$ cat src/rtl/tcae_pkg.sv
// Package with shared types, constants and SKINNY round helpers for the AEAD engine.
package tcae_pkg;

    localparam int CipherRounds = 56;
    localparam int TagBytes     = 16;
    localparam int CtrHalf      = 60;

    typedef enum logic [1:0] {
        OP_START  = 2'd0,
        OP_AD     = 2'd1,
        OP_MSG    = 2'd2,
        OP_FINISH = 2'd3
    } t_op;

    typedef enum logic [1:0] {
        KIND_ACK  = 2'd0,
        KIND_TEXT = 2'd1,
        KIND_TAG  = 2'd2
    } t_kind;

    localparam logic [1:0] CfgKeyHi = 2'd0;
    localparam logic [1:0] CfgKeyLo = 2'd1;
    localparam logic [1:0] CfgMode  = 2'd2;

    localparam logic [7:0] DomStart  = 8'h00;
    localparam logic [7:0] DomAdFull = 8'h01;
    localparam logic [7:0] DomAdPad  = 8'h02;
    localparam logic [7:0] DomMsgFul = 8'h03;
    localparam logic [7:0] DomMsgPad = 8'h04;
    localparam logic [7:0] DomTag    = 8'hFF;
    localparam logic [7:0] PadByte   = 8'h80;

    typedef struct packed {
        logic [1:0]  op;
        logic [63:0] data_hi;
        logic [63:0] data_lo;
        logic [4:0]  valid_bytes;
    } t_in;

    typedef struct packed {
        logic [1:0]  kind;
        logic [63:0] out_hi;
        logic [63:0] out_lo;
        logic [4:0]  out_bytes;
        logic        tag_ok;
    } t_out;

    // Request from the sequencer to the round unit.
    typedef struct packed {
        logic         start;
        logic [127:0] state;
        logic [127:0] tk1;
        logic [127:0] tk2;
        logic [127:0] tk3;
    } t_rnd_req;

    // Byte i of a 128-bit block, byte 0 at the top.
    function automatic logic [7:0] get_byte(input logic [127:0] w, input int i);
        return w[127-8*i -: 8];
    endfunction

    function automatic logic [7:0] sb_mix(input logic [7:0] x);
        logic [7:0] t;
        t = ((x >> 1) | x) >> 2;
        return (~t & 8'h11) ^ x;
    endfunction

    function automatic logic [7:0] sb_perm(input logic [7:0] x);
        return ((x & 8'h01) << 2) | ((x & 8'h06) << 5) | ((x & 8'h20) >> 5) |
               ((x & 8'hC8) >> 2) | ((x & 8'h10) >> 1);
    endfunction

    function automatic logic [7:0] sbox(input logic [7:0] a);
        logic [7:0] x;
        x = sb_perm(sb_mix(a));
        x = sb_perm(sb_mix(x));
        x = sb_perm(sb_mix(x));
        x = sb_mix(x);
        return (x & 8'hF9) | ((x >> 1) & 8'h02) | ((x << 1) & 8'h04);
    endfunction

    // Tweakey byte permutation.
    function automatic logic [127:0] tk_permute(input logic [127:0] t);
        logic [127:0] r;
        logic [3:0]   p [16];
        p = '{4'd9, 4'd15, 4'd8, 4'd13, 4'd10, 4'd14, 4'd12, 4'd11,
              4'd0, 4'd1, 4'd2, 4'd3, 4'd4, 4'd5, 4'd6, 4'd7};
        for (int i = 0; i < 16; i++) begin
            r[127-8*i -: 8] = get_byte(t, int'(p[i]));
        end
        return r;
    endfunction

endpackage

$ cat src/rtl/tweakable_cipher_aead_engine.sv
// Top level of the SKINNY-128-384 AEAD engine: sequencer, chain state and result register.
//  channel | direction | handshake
//  input   | in        | i_in_valid / o_in_ready, payload i_in
//  output  | out       | o_out_valid / i_out_ready, payload o_out
//  config  | in        | i_cfg_we, i_cfg_idx, i_cfg_data
// Each item passes through these steps from one input transaction to the next: the
// round unit is launched, then loaded, runs its 56 rounds, the result is registered
// and the output transaction follows. The result register frees before the next item is
// taken, so a stalled output holds off input for as long as it stalls.
// Reset clears key, mode, chain value, counter and previous block.
module tweakable_cipher_aead_engine (
    input  logic             i_clk,
    input  logic             i_rst_n,
    input  logic             i_in_valid,
    output logic             o_in_ready,
    input  tcae_pkg::t_in    i_in,
    output logic             o_out_valid,
    input  logic             i_out_ready,
    output tcae_pkg::t_out   o_out,
    input  logic             i_cfg_we,
    input  logic [1:0]       i_cfg_idx,
    input  logic [63:0]      i_cfg_data
);
    import tcae_pkg::*;

    typedef enum logic [2:0] {
        S_IDLE = 3'b001,
        S_RUN  = 3'b010,
        S_OUT  = 3'b100
    } t_state;

    t_state       r_fsm;
    logic [63:0]  r_key_hi, r_key_lo;
    logic         r_dec;
    logic [127:0] r_chain, r_prev;
    logic [119:0] r_ctr;
    t_in          r_item;
    logic [127:0] r_txt;
    logic [4:0]   r_n;
    t_out         r_out;
    logic         r_start;
    logic [127:0] r_h;
    logic [7:0]   r_dom;
    t_rnd_req     w_req;
    logic         w_done;
    logic [127:0] w_res;

    // Block preparation: padding, text and next chain input.
    logic [127:0] w_h, w_tw, w_txt, w_d;
    logic [4:0]   w_n;
    logic [7:0]   w_dom;
    always_comb begin
        logic [7:0] hb, db;
        w_n   = (i_in.valid_bytes > 5'd16) ? 5'd16 : i_in.valid_bytes;
        w_d   = {i_in.data_hi, i_in.data_lo};
        w_h   = r_chain;
        w_tw  = '0;
        w_txt = '0;
        w_dom = DomStart;
        case (t_op'(i_in.op))
            OP_START: begin
                w_h = w_d;
            end
            OP_AD, OP_MSG: begin
                for (int i = 0; i < 16; i++) begin
                    hb = get_byte(r_chain, i);
                    db = get_byte(w_d, i);
                    if (i < int'(w_n)) begin
                        if (i_in.op == OP_MSG && r_dec) begin
                            w_txt[127-8*i -: 8] = hb ^ db;
                            w_tw[127-8*i -: 8]  = hb ^ db;
                            w_h[127-8*i -: 8]   = db;
                        end else begin
                            w_tw[127-8*i -: 8]  = db;
                            w_h[127-8*i -: 8]   = hb ^ db;
                            w_txt[127-8*i -: 8] = hb ^ db;
                        end
                    end else if (i == int'(w_n)) begin
                        w_tw[127-8*i -: 8] = PadByte;
                        w_h[127-8*i -: 8]  = hb ^ PadByte;
                    end
                end
                if (i_in.op == OP_AD) w_dom = (w_n == 5'd16) ? DomAdFull : DomAdPad;
                else                  w_dom = (w_n == 5'd16) ? DomMsgFul : DomMsgPad;
            end
            default: begin
                w_dom = DomTag;
            end
        endcase
    end

    assign o_in_ready  = (r_fsm == S_IDLE);
    assign o_out_valid = (r_fsm == S_OUT);
    assign o_out       = r_out;

    assign w_req.start = r_start;
    assign w_req.state = r_h;
    assign w_req.tk1   = {r_ctr, r_dom};
    assign w_req.tk2   = r_prev;
    assign w_req.tk3   = {r_key_hi, r_key_lo};

    tcae_round u_round (
        .i_clk   (i_clk),
        .i_rst_n (i_rst_n),
        .i_req   (w_req),
        .o_done  (w_done),
        .o_state (w_res)
    );

    // Sequencer and chain state.
    always_ff @(posedge i_clk) begin
        if (!i_rst_n) begin
            r_fsm    <= S_IDLE;
            r_key_hi <= '0;
            r_key_lo <= '0;
            r_dec    <= 1'b0;
            r_chain  <= '0;
            r_prev   <= '0;
            r_ctr    <= '0;
            r_start  <= 1'b0;
        end else begin
            r_start <= 1'b0;
            if (i_cfg_we) begin
                case (i_cfg_idx)
                    CfgKeyHi: r_key_hi <= i_cfg_data;
                    CfgKeyLo: r_key_lo <= i_cfg_data;
                    CfgMode:  r_dec    <= i_cfg_data[0];
                    default:  ;
                endcase
            end
            case (r_fsm)
                S_IDLE: begin
                    if (i_in_valid) begin
                        r_fsm   <= S_RUN;
                        r_start <= 1'b1;
                        r_item  <= i_in;
                        r_h     <= w_h;
                        r_dom   <= w_dom;
                        r_txt   <= w_txt;
                        r_n     <= w_n;
                        if (i_in.op == OP_START) begin
                            r_ctr  <= '0;
                            r_prev <= '0;
                        end else begin
                            r_ctr  <= r_ctr + 120'd1;
                            r_prev <= (i_in.op == OP_FINISH) ? '0 : w_tw;
                        end
                    end
                end
                S_RUN: begin
                    if (w_done) begin
                        r_fsm   <= S_OUT;
                        r_chain <= w_res;
                    end
                end
                S_OUT: begin
                    if (i_out_ready) r_fsm <= S_IDLE;
                end
                default: r_fsm <= S_IDLE;
            endcase
        end
    end

    // Result register.
    always_ff @(posedge i_clk) begin
        if (r_fsm == S_RUN && w_done) begin
            r_out <= '0;
            case (t_op'(r_item.op))
                OP_MSG: begin
                    r_out.kind      <= KIND_TEXT;
                    r_out.out_hi    <= r_txt[127:64];
                    r_out.out_lo    <= r_txt[63:0];
                    r_out.out_bytes <= r_n;
                end
                OP_FINISH: begin
                    r_out.kind <= KIND_TAG;
                    if (r_dec) begin
                        r_out.tag_ok <= (w_res == {r_item.data_hi, r_item.data_lo});
                    end else begin
                        r_out.out_hi    <= w_res[127:64];
                        r_out.out_lo    <= w_res[63:0];
                        r_out.out_bytes <= 5'(TagBytes);
                    end
                end
                default: r_out.kind <= KIND_ACK;
            endcase
        end
    end
endmodule

$ cat src/rtl/tcae_round.sv
// One SKINNY-128-384 round per cycle over a held state and tweakey.
module tcae_round (
    input  logic               i_clk,
    input  logic               i_rst_n,
    input  tcae_pkg::t_rnd_req i_req,
    output logic               o_done,
    output logic [127:0]       o_state
);
    import tcae_pkg::*;

    logic [127:0] r_st, n_st, r_t1, r_t2, r_t3, n_t1, n_t2, n_t3;
    logic [5:0]   r_rc, n_rc;
    logic [5:0]   r_cnt;
    logic         r_busy, r_done;

    // Combinational round function.
    always_comb begin
        logic [7:0]   s [16];
        logic [7:0]   m [16];
        logic [7:0]   a, b, c2, d3;
        logic [3:0]   rs [16];
        logic [127:0] p1, p2, p3;
        rs = '{4'd0, 4'd1, 4'd2, 4'd3, 4'd7, 4'd4, 4'd5, 4'd6,
               4'd10, 4'd11, 4'd8, 4'd9, 4'd13, 4'd14, 4'd15, 4'd12};
        n_rc = {r_rc[4:0], r_rc[5] ^ r_rc[4] ^ 1'b1};
        for (int i = 0; i < 16; i++) begin
            s[i] = sbox(get_byte(r_st, i));
        end
        s[0] = s[0] ^ {4'd0, n_rc[3:0]};
        s[4] = s[4] ^ {6'd0, n_rc[5:4]};
        s[8] = s[8] ^ 8'h02;
        for (int i = 0; i < 8; i++) begin
            s[i] = s[i] ^ get_byte(r_t1, i) ^ get_byte(r_t2, i) ^ get_byte(r_t3, i);
        end
        p1 = tk_permute(r_t1);
        p2 = tk_permute(r_t2);
        p3 = tk_permute(r_t3);
        n_t1 = p1;
        n_t2 = p2;
        n_t3 = p3;
        for (int i = 0; i < 8; i++) begin
            a = p2[127-8*i -: 8];
            b = p3[127-8*i -: 8];
            n_t2[127-8*i -: 8] = {a[6:0], a[7] ^ a[5]};
            n_t3[127-8*i -: 8] = {b[0] ^ b[6], b[7:1]};
        end
        for (int i = 0; i < 16; i++) begin
            m[i] = s[rs[i]];
        end
        for (int c = 0; c < 4; c++) begin
            a  = m[c];
            b  = m[4+c];
            c2 = m[8+c];
            d3 = m[12+c];
            n_st[127-8*c -: 8]      = a ^ c2 ^ d3;
            n_st[127-8*(4+c) -: 8]  = a;
            n_st[127-8*(8+c) -: 8]  = b ^ c2;
            n_st[127-8*(12+c) -: 8] = a ^ c2;
        end
    end

    // Round counter and control.
    always_ff @(posedge i_clk) begin
        if (!i_rst_n) begin
            r_busy <= 1'b0;
            r_done <= 1'b0;
            r_cnt  <= '0;
        end else begin
            r_done <= 1'b0;
            if (i_req.start) begin
                r_busy <= 1'b1;
                r_cnt  <= '0;
            end else if (r_busy) begin
                r_cnt <= r_cnt + 6'd1;
                if (r_cnt == 6'(CipherRounds - 1)) begin
                    r_busy <= 1'b0;
                    r_done <= 1'b1;
                end
            end
        end
    end

    // Datapath registers.
    always_ff @(posedge i_clk) begin
        if (i_req.start) begin
            r_st <= i_req.state;
            r_t1 <= i_req.tk1;
            r_t2 <= i_req.tk2;
            r_t3 <= i_req.tk3;
            r_rc <= '0;
        end else if (r_busy) begin
            r_st <= n_st;
            r_t1 <= n_t1;
            r_t2 <= n_t2;
            r_t3 <= n_t3;
            r_rc <= n_rc;
        end
    end

    assign o_done  = r_done;
    assign o_state = r_st;
endmodule

$ cat config.mk
export PLATFORM = sky130hd
export DESIGN_NAME = tweakable_cipher_aead_engine
export DESIGN_NICKNAME = d
export VERILOG_FILES = /design/src/rtl/tcae_pkg.sv /design/src/rtl/tweakable_cipher_aead_engine.sv /design/src/rtl/tcae_round.sv
export SDC_FILE = /design/constraint.sdc
export NUM_CORES = 2
export LEC_CHECK = 0
export BUFFER_PORTS_ARGS = -buffer_cell sky130_fd_sc_hd__buf_4
export CORE_UTILIZATION = 25
export DETAILED_ROUTE_END_ITERATION = 16
export GPL_ROUTABILITY_DRIVEN = 1
export SLEW_MARGIN = 20
export SYNTH_ARGS = -nofsm -noshare
export SYNTH_HDL_FRONTEND = slang
export SYNTH_SLANG_ARGS = --single-unit
$ cat constraint.sdc
create_clock -name i_clk -period 23.2 [get_ports i_clk]
set_input_delay 2.32 -clock i_clk [delete_from_list [all_inputs] [get_ports i_clk]]
set_output_delay 2.32 -clock i_clk [all_outputs]
set_load 0.02 [all_outputs]
==> Word level (Yosys, flattened, before mapping) <==
Cells that the tools add are included.
{ "op_classes": {"reduce_logical": 34, "n_mux": 126, "eq_ne": 31, "n_bitwise": 507, "n_lt_le_gt_ge": 17, "n_addsub": 2} }
{ "op_table": {"columns": ["operator", "n"], "rows": [
  ["two-way mux 128 bit", 11],
  ["two-way mux 8 bit", 96],
  ["XOR 5 x 8 -> 8 bit", 64],
  ["OR 7 bit", 64],
  ["XOR 8 bit", 52],
  ["OR 3 x 8 -> 8 bit", 48],
  ["OR 8 x 1 -> 8 bit", 48],
  ["OR 8 x 4 -> 8 bit", 48],
  ["OR 8 x 6 -> 8 bit", 48],
  ["NOT 5 bit", 64],
  ["case mux 133 bit (2 select lines)", 1],
  ["case mux 128 bit (2 select lines)", 1],
  ["two-way mux 133 bit", 1],
  ["equality test 128 bit", 1],
  ["OR 8 x 2 -> 8 bit", 16],
  ["OR 8 x 3 -> 8 bit", 16],
  ["adder 120 x 1 -> 120 bit (second input constant)", 1],
  ["two-way mux 120 bit", 1],
  ["AND reduction 2 bit", 23],
  ["equality test 5 bit (first input constant)", 8],
  ["less-than comparator 4 x 5 -> 1 bit (first input constant)", 8],
  ["equality test 4 x 5 -> 1 bit (first input constant)", 4],
  ["less-than comparator 3 x 5 -> 1 bit (first input constant)", 4],
  ["NOT 1 bit", 20],
  ["other kinds (32)", 69]
]} }
{ "word_totals": {"inputBits": 206, "regBits": 1570} }

==> Depth between registers and ports, before layout <==
{ "depth": {"depth_word": 34, "depth_mapped": 11, "ltp_nobuf": 10} }

==> Modules after synthesis <==
A second synthesis with hierarchy kept.
{ "unflattened": {"cells_unflattened": 6779, "area_unflattened_um2": 74791.7} }
{ "by_module_without_submodules": {"columns": ["module", "cells_each", "area_per_inst_um2", "n_inst"], "rows": [
  ["tweakable_cipher_aead_engine", 4797, 47874.7, 1],
  ["tcae_round", 1982, 26917.1, 1]
]} }

==> Least setup slack after synthesis <==
No wires, ideal clock.
{ "synth_timing": {"path_type": "input port to flip-flop", "startpoint": "input port i_in_valid", "endpoint": "register r_dom[0] (enable)", "cell_stages": 5, "required_ps": 22037, "setup_time_ps": 1163, "slack_ps": 2590, "n_path_buf": 3, "t_arrival_ps": 19447, "path_cell_list": "nand4bb_4 > clkbuf_1 > clkbuf_1 > clkbuf_1 > nor2_1"} }
{ "synth_between": {"elab_chain_cells": 1} }
{ "synth_rtl": {"columns": ["element", "line", "rtl"], "rows": [
  ["from (decl)", "tweakable_cipher_aead_engine.sv:14", "input logic i_in_valid,"],
  ["AND reduction 3 bit (no source line)", null, null],
  ["to (signal assigned)", "tweakable_cipher_aead_engine.sv:138", "r_dom <= w_dom;"],
  ["to (decl)", "tweakable_cipher_aead_engine.sv:43", "logic [7:0] r_dom;"]
]} }
Every way passes these cells.
A chain may end at the register's enable or synchronous reset.

==> Worst setup path in the final report <==
{ "layout_timing": {"startpoint": "input port i_rst_n", "endpoint": "register r_prev[80]"} }
{ "layout_rtl": {"columns": ["element", "line", "rtl"], "rows": [
  ["from (decl)", "tweakable_cipher_aead_engine.sv:13", "input logic i_rst_n,"],
  ["to (signal assigned)", "tweakable_cipher_aead_engine.sv:146", "r_prev <= (i_in.op == OP_FINISH) ? '0 : w_tw;"],
  ["to (decl)", "tweakable_cipher_aead_engine.sv:35", "logic [127:0] r_chain, r_prev;"]
]} }
No word-level cell between the ends.

==> metrics.md <==
| Metric | Value |
|---|---|
| Routing usage on met1 | 26.8% |
| Share of synthesized cell area in and, or, nand and nor gates | 11.7% |
| Net count after synthesis | 6800 |
| Number of sinks handled by clock tree synthesis | 1566 |
| CP Class | in2reg |
| Worst slew slack as a fraction of its limit | 20.6% |
| Min cycle time layout | 5230 ps |
| Proportion of layout cells with a drive suffix above 1 | 16.4% |
| Library cell contributing the largest single delay on the critical path | sky130_fd_sc_hd__buf_4 |
| IO Port Bufs | 343 |
| Dominant synthesized flop cell | sky130_fd_sc_hd__edfxtp_1 |
| Combinational family with the most area after synthesis | simple AND/OR/NAND/NOR gates |
| Run status | complete, no violations |
| Detailed-route DRC error count | 0 |
| Vias post-DR | 55400 |
| I/O pin cnt | 344 |
| CTS H-Tree Depth | 4 |
| Launch point of the worst reg-to-reg path | r_fsm[2]$_SDFFE_PN0P_ |
| Max-capacitance violation count | 0 |
| Global Route Usage Sum | 19.7% |
| Critical-path cell list | buf_4 -> inv_8 -> buf_4 -> buf_4 -> buf_4 -> nor2_1 |
| Async set or reset register ratio after synthesis | 0% |
| Area occupied by multi-input gates | 29700 um^2 |
| Sequential fraction of the synthesis area | 57.2% |
| Vertical die dimension | 543 um |
| Arrival @ worst endpoint | 5910 ps |
| Resized Gates After CTS | 0 |
| Cell repeated most along the worst path | sky130_fd_sc_hd__buf_4 |
| Timing-limited maximum frequency | 191 MHz |
| Wire length per cell after detailed routing | 27.9 um |
| ANT nets after route | 0 |
| Number of buffers added by the clock tree synthesis step | 173 |
| Met3 capacity usage during global routing | 4.41% |
| X dimension of the die | 543 um |
| Share of synthesized area spent on multiplexers | 6.60% |
| Total power per unit cell area | 121 nW/um^2 |
| Met2 Resource Use GR | 29.2% |
| Worst min-delay path category | reg2reg |
| Number of setup violations in the final report | 0 |
| Skew-Pair Late Insertion Delay | 870 ps |
| Share of the cycle needed by the critical path after routing | 22.6% |
| Mean number of vias per cell | 5.13 |
| Post-CTS setup-driven buffer insertion count | 0 |
| End of the worst register-to-register path | o_out[8]$_DFFE_PP_ |
| Die footprint | 295000 um^2 |
| Number of antenna violations at the first check in global routing | 44 |
| Cts hold-fix bufs | 0 |
| Total congestion overflow after global routing | 0 |
| Req. time, crit path | 23880 ps |
| Startpoint kind of the worst setup timing path | input port |
| Half-perimeter wire length of the detailed placement result | 220000 um |
| IR Drop Worst-Case VDD | 0.121 mV |
| Number of pins with negative max-slew slack in the final report | 0 |
| Starting utilization of the core area | 25.1% |
| Largest fanout on the critical path | 115 |
| Finished layout cell area | 85300 um^2 |
| Flip-flop and latch count after synthesis | 1566 |
| Routed WL | 301000 um |
| Cell count along the critical path | 6 |
| Placed cell area | 79600 um^2 |
| Critical path startpoint | i_rst_n |
| Detailed router's first-iteration violation count | 8340 |
| Termination of the worst setup path | r_prev[80]$_SDFFE_PN0P_ |
| Mean Syn Cell Area | 11.1 um^2 |
| DR pass1 iterations | 6 |
| Worst reg-to-reg path cell count | 7 |
| Summed negative setup slack over all endpoints | 0 ps |
| CTS tree | yes |
| Category of cells accounting for the largest share of critical-path delay | buffers and inverters |
| Register-to-register path setup slack | 18810 ps |
| Synth Area in Adders | 0.103% |
| Number of global-route vias before repair | 50500 |
| Critical Path Sink Type | flip-flop |
| Post-Route Skew | 57.6 ps |
| Crit path buf inv count | 5 |
| Clock transition at the register clock pins on the worst setup and hold paths after CTS | 60 ps |
| Fin. Hold Viols | 0 |
| Area growth syn-to-layout | 16.7% |
| First-pass GRT wire length | 407000 um |
| Area inside the core boundary | 291000 um^2 |
| Unrepaired setup endpoints after global routing | false |
| Gr busiest metal | met2 |
| Maximum number of pins on one net before global-route repair | 156 |
| Placer Congestion | 0.979 |
| Lkg Pwr | 27.9 nW |
| Count of flip-flops with a built-in enable after synthesis | 1043 |
| Number of filler instances in the final layout | 30000 |
| Footprint of the flip-flops and latches | 41800 um^2 |
| Number of library cell types mapped by synthesis | 73 |
| Post-synthesis cell area | 73100 um^2 |
| Synth Instances | 6588 |
| Cell at the root of the clock tree | sky130_fd_sc_hd__clkbuf_16 |
| Std-Cell Rows | 198 |
| Compound-cell area share of the yosys netlist | 10.6% |
| Measured slew at the worst slew-check pin | 1180 ps |
| # nets final | 6964 |
| Longest individual stage delay on the worst path | 860 ps |
| Share of the synthesized netlist area taken by xor and xnor gates | 11.4% |
| Buffer depth of the longest clock path | 4 |
| Yosys Warn Count | 0 |
==> flip-flops by register name, indices dropped and copies added (netlist names), 4 cells and up <==
name and cells:
o_out 136, r_chain 128, r_ctr 120, r_dom 4
r_h 128, r_item 130, r_key_hi 64, r_key_lo 64
r_n 5, r_prev 128, r_txt 128, u_round.o_state 128
u_round.r_cnt 6, u_round.r_rc 6, u_round.r_t1 128, u_round.r_t2 128
u_round.r_t3 128
==> per-stage QoR <==
stage	util, %	power, W	hold WS [ps]	instances	setup WS (ps)
final	29.3	0.0103	451	10800	17970
after global routing	29.3	0.0105	462	10800	17950
after CTS	29.3	0.0102	451	10800	18160
after detailed placement	27.4	0.00741	443	10500	17280
after global placement	27.4	0.00738	438	10500	17230
after floorplan	-	0.00560	433	6588	2590
==> worst register-to-register path: stages (launching register included) <==
cell and delay [ps]:
sky130_fd_sc_hd__dfxtp_1 330, sky130_fd_sc_hd__inv_1 130, sky130_fd_sc_hd__nand3_1 80, sky130_fd_sc_hd__or2_4 380
sky130_fd_sc_hd__inv_8 520, sky130_fd_sc_hd__buf_4 820, sky130_fd_sc_hd__buf_4 800, sky130_fd_sc_hd__buf_4 850
==> metal layers <==
layer	vias up	share of wire, %	wire [um]
met5	-	0.019	57
met4	8	5.5	16600
met3	533	11	32600
met2	3332	43	128000
met1	27900	41	123000
li1	23700	-	-
==> where the power goes <==
part,internal (W),switching (W),total (W)
combinational,0.00116,0.00241,0.00357
clock,0.00161,0.00119,0.00280
sequential,0.00343,0.000532,0.00396
==> cell usage in the layout (no fill, tap or decap), types with 187 or more instances in the layout <==
| cell type | Yosys | layout |
|---|---|---|
| sky130_fd_sc_hd__edfxtp_1 | 1043 | 1043 |
| sky130_fd_sc_hd__nand2_1 | 1031 | 1029 |
| sky130_fd_sc_hd__xnor2_1 | 712 | 709 |
| sky130_fd_sc_hd__dfxtp_1 | 523 | 522 |
| sky130_fd_sc_hd__nor2_1 | 495 | 493 |
| sky130_fd_sc_hd__mux2_2 | 410 | 410 |
| sky130_fd_sc_hd__o21ai_0 | 402 | 402 |
| sky130_fd_sc_hd__buf_4 | 3 | 399 |
| sky130_fd_sc_hd__a21oi_1 | 312 | 311 |
| sky130_fd_sc_hd__xor2_1 | 225 | 224 |
| sky130_fd_sc_hd__a22oi_1 | 193 | 193 |
| sky130_fd_sc_hd__a22o_1 | 187 | 187 |
==> kinds of logic after synthesis <==
family | count (synthesis)
DFF | 1566
muxes | 431
AOI/OAI and AO/OA | 1231
and+or+nand+nor | 1947
buffers and inverters | 463
xor gates and xnor gates | 944
adders and majority gates | 6
==> cells in the mapped netlist (15+ instances only) <==
cell,number,area [um^2]
sky130_fd_sc_hd__a21oi_1,312,1560
sky130_fd_sc_hd__a22o_1,187,1640
sky130_fd_sc_hd__a22oi_1,193,1450
sky130_fd_sc_hd__a32o_1,30,300
sky130_fd_sc_hd__and2_1,37,231
sky130_fd_sc_hd__and3_1,21,131
sky130_fd_sc_hd__and4_1,16,140
sky130_fd_sc_hd__buf_1,21,78.8
sky130_fd_sc_hd__buf_2,28,140
sky130_fd_sc_hd__clkbuf_1,362,1360
sky130_fd_sc_hd__dfxtp_1,523,10500
sky130_fd_sc_hd__edfxtp_1,1043,31300
sky130_fd_sc_hd__inv_1,45,169
sky130_fd_sc_hd__mux2_2,410,4620
sky130_fd_sc_hd__mux2i_1,21,210
sky130_fd_sc_hd__nand2_1,1031,3870
sky130_fd_sc_hd__nand3_1,75,375
sky130_fd_sc_hd__nand3b_1,15,113
sky130_fd_sc_hd__nand4_1,63,394
sky130_fd_sc_hd__nor2_1,495,1860
sky130_fd_sc_hd__nor2b_1,18,113
sky130_fd_sc_hd__nor3_1,46,230
sky130_fd_sc_hd__nor4_1,22,138
sky130_fd_sc_hd__o21a_1,17,128
sky130_fd_sc_hd__o21ai_0,402,2010
sky130_fd_sc_hd__o22ai_1,19,119
sky130_fd_sc_hd__or3_1,42,263
sky130_fd_sc_hd__xnor2_1,712,6240
sky130_fd_sc_hd__xor2_1,225,1970
==> cell type report <==
cell class | count | share of cell area (%)
tap | 3900 | 5.72
sequential | 1566 | 49.0
clock buffer | 244 | 5.70
antenna | 18 | 0.0528
inverter | 46 | 0.220
multi-input combinational | 4559 | 34.8
timing repair buffer | 406 | 3.68
clock inverter | 69 | 0.844
==> how the worst min path moves through the flow <==
| stage | from | endpoint | cells after the start |
|---|---|---|---|
| finish | r_key_hi[40]$_SDFFE_PN0P_ | r_key_hi[40]$_SDFFE_PN0P_ | 2 |
| floorplan | r_key_hi[0]$_SDFFE_PN0P_ | r_key_hi[0]$_SDFFE_PN0P_ | 2 |
| global route | r_key_lo[40]$_SDFFE_PN0P_ | r_key_lo[40]$_SDFFE_PN0P_ | 2 |
| CTS | r_key_lo[13]$_SDFFE_PN0P_ | r_key_lo[13]$_SDFFE_PN0P_ | 2 |
| global placement | r_key_lo[37]$_SDFFE_PN0P_ | r_key_lo[37]$_SDFFE_PN0P_ | 2 |
| detailed placement | r_key_lo[13]$_SDFFE_PN0P_ | r_key_lo[13]$_SDFFE_PN0P_ | 2 |
(Power assumes the default switching activity.)
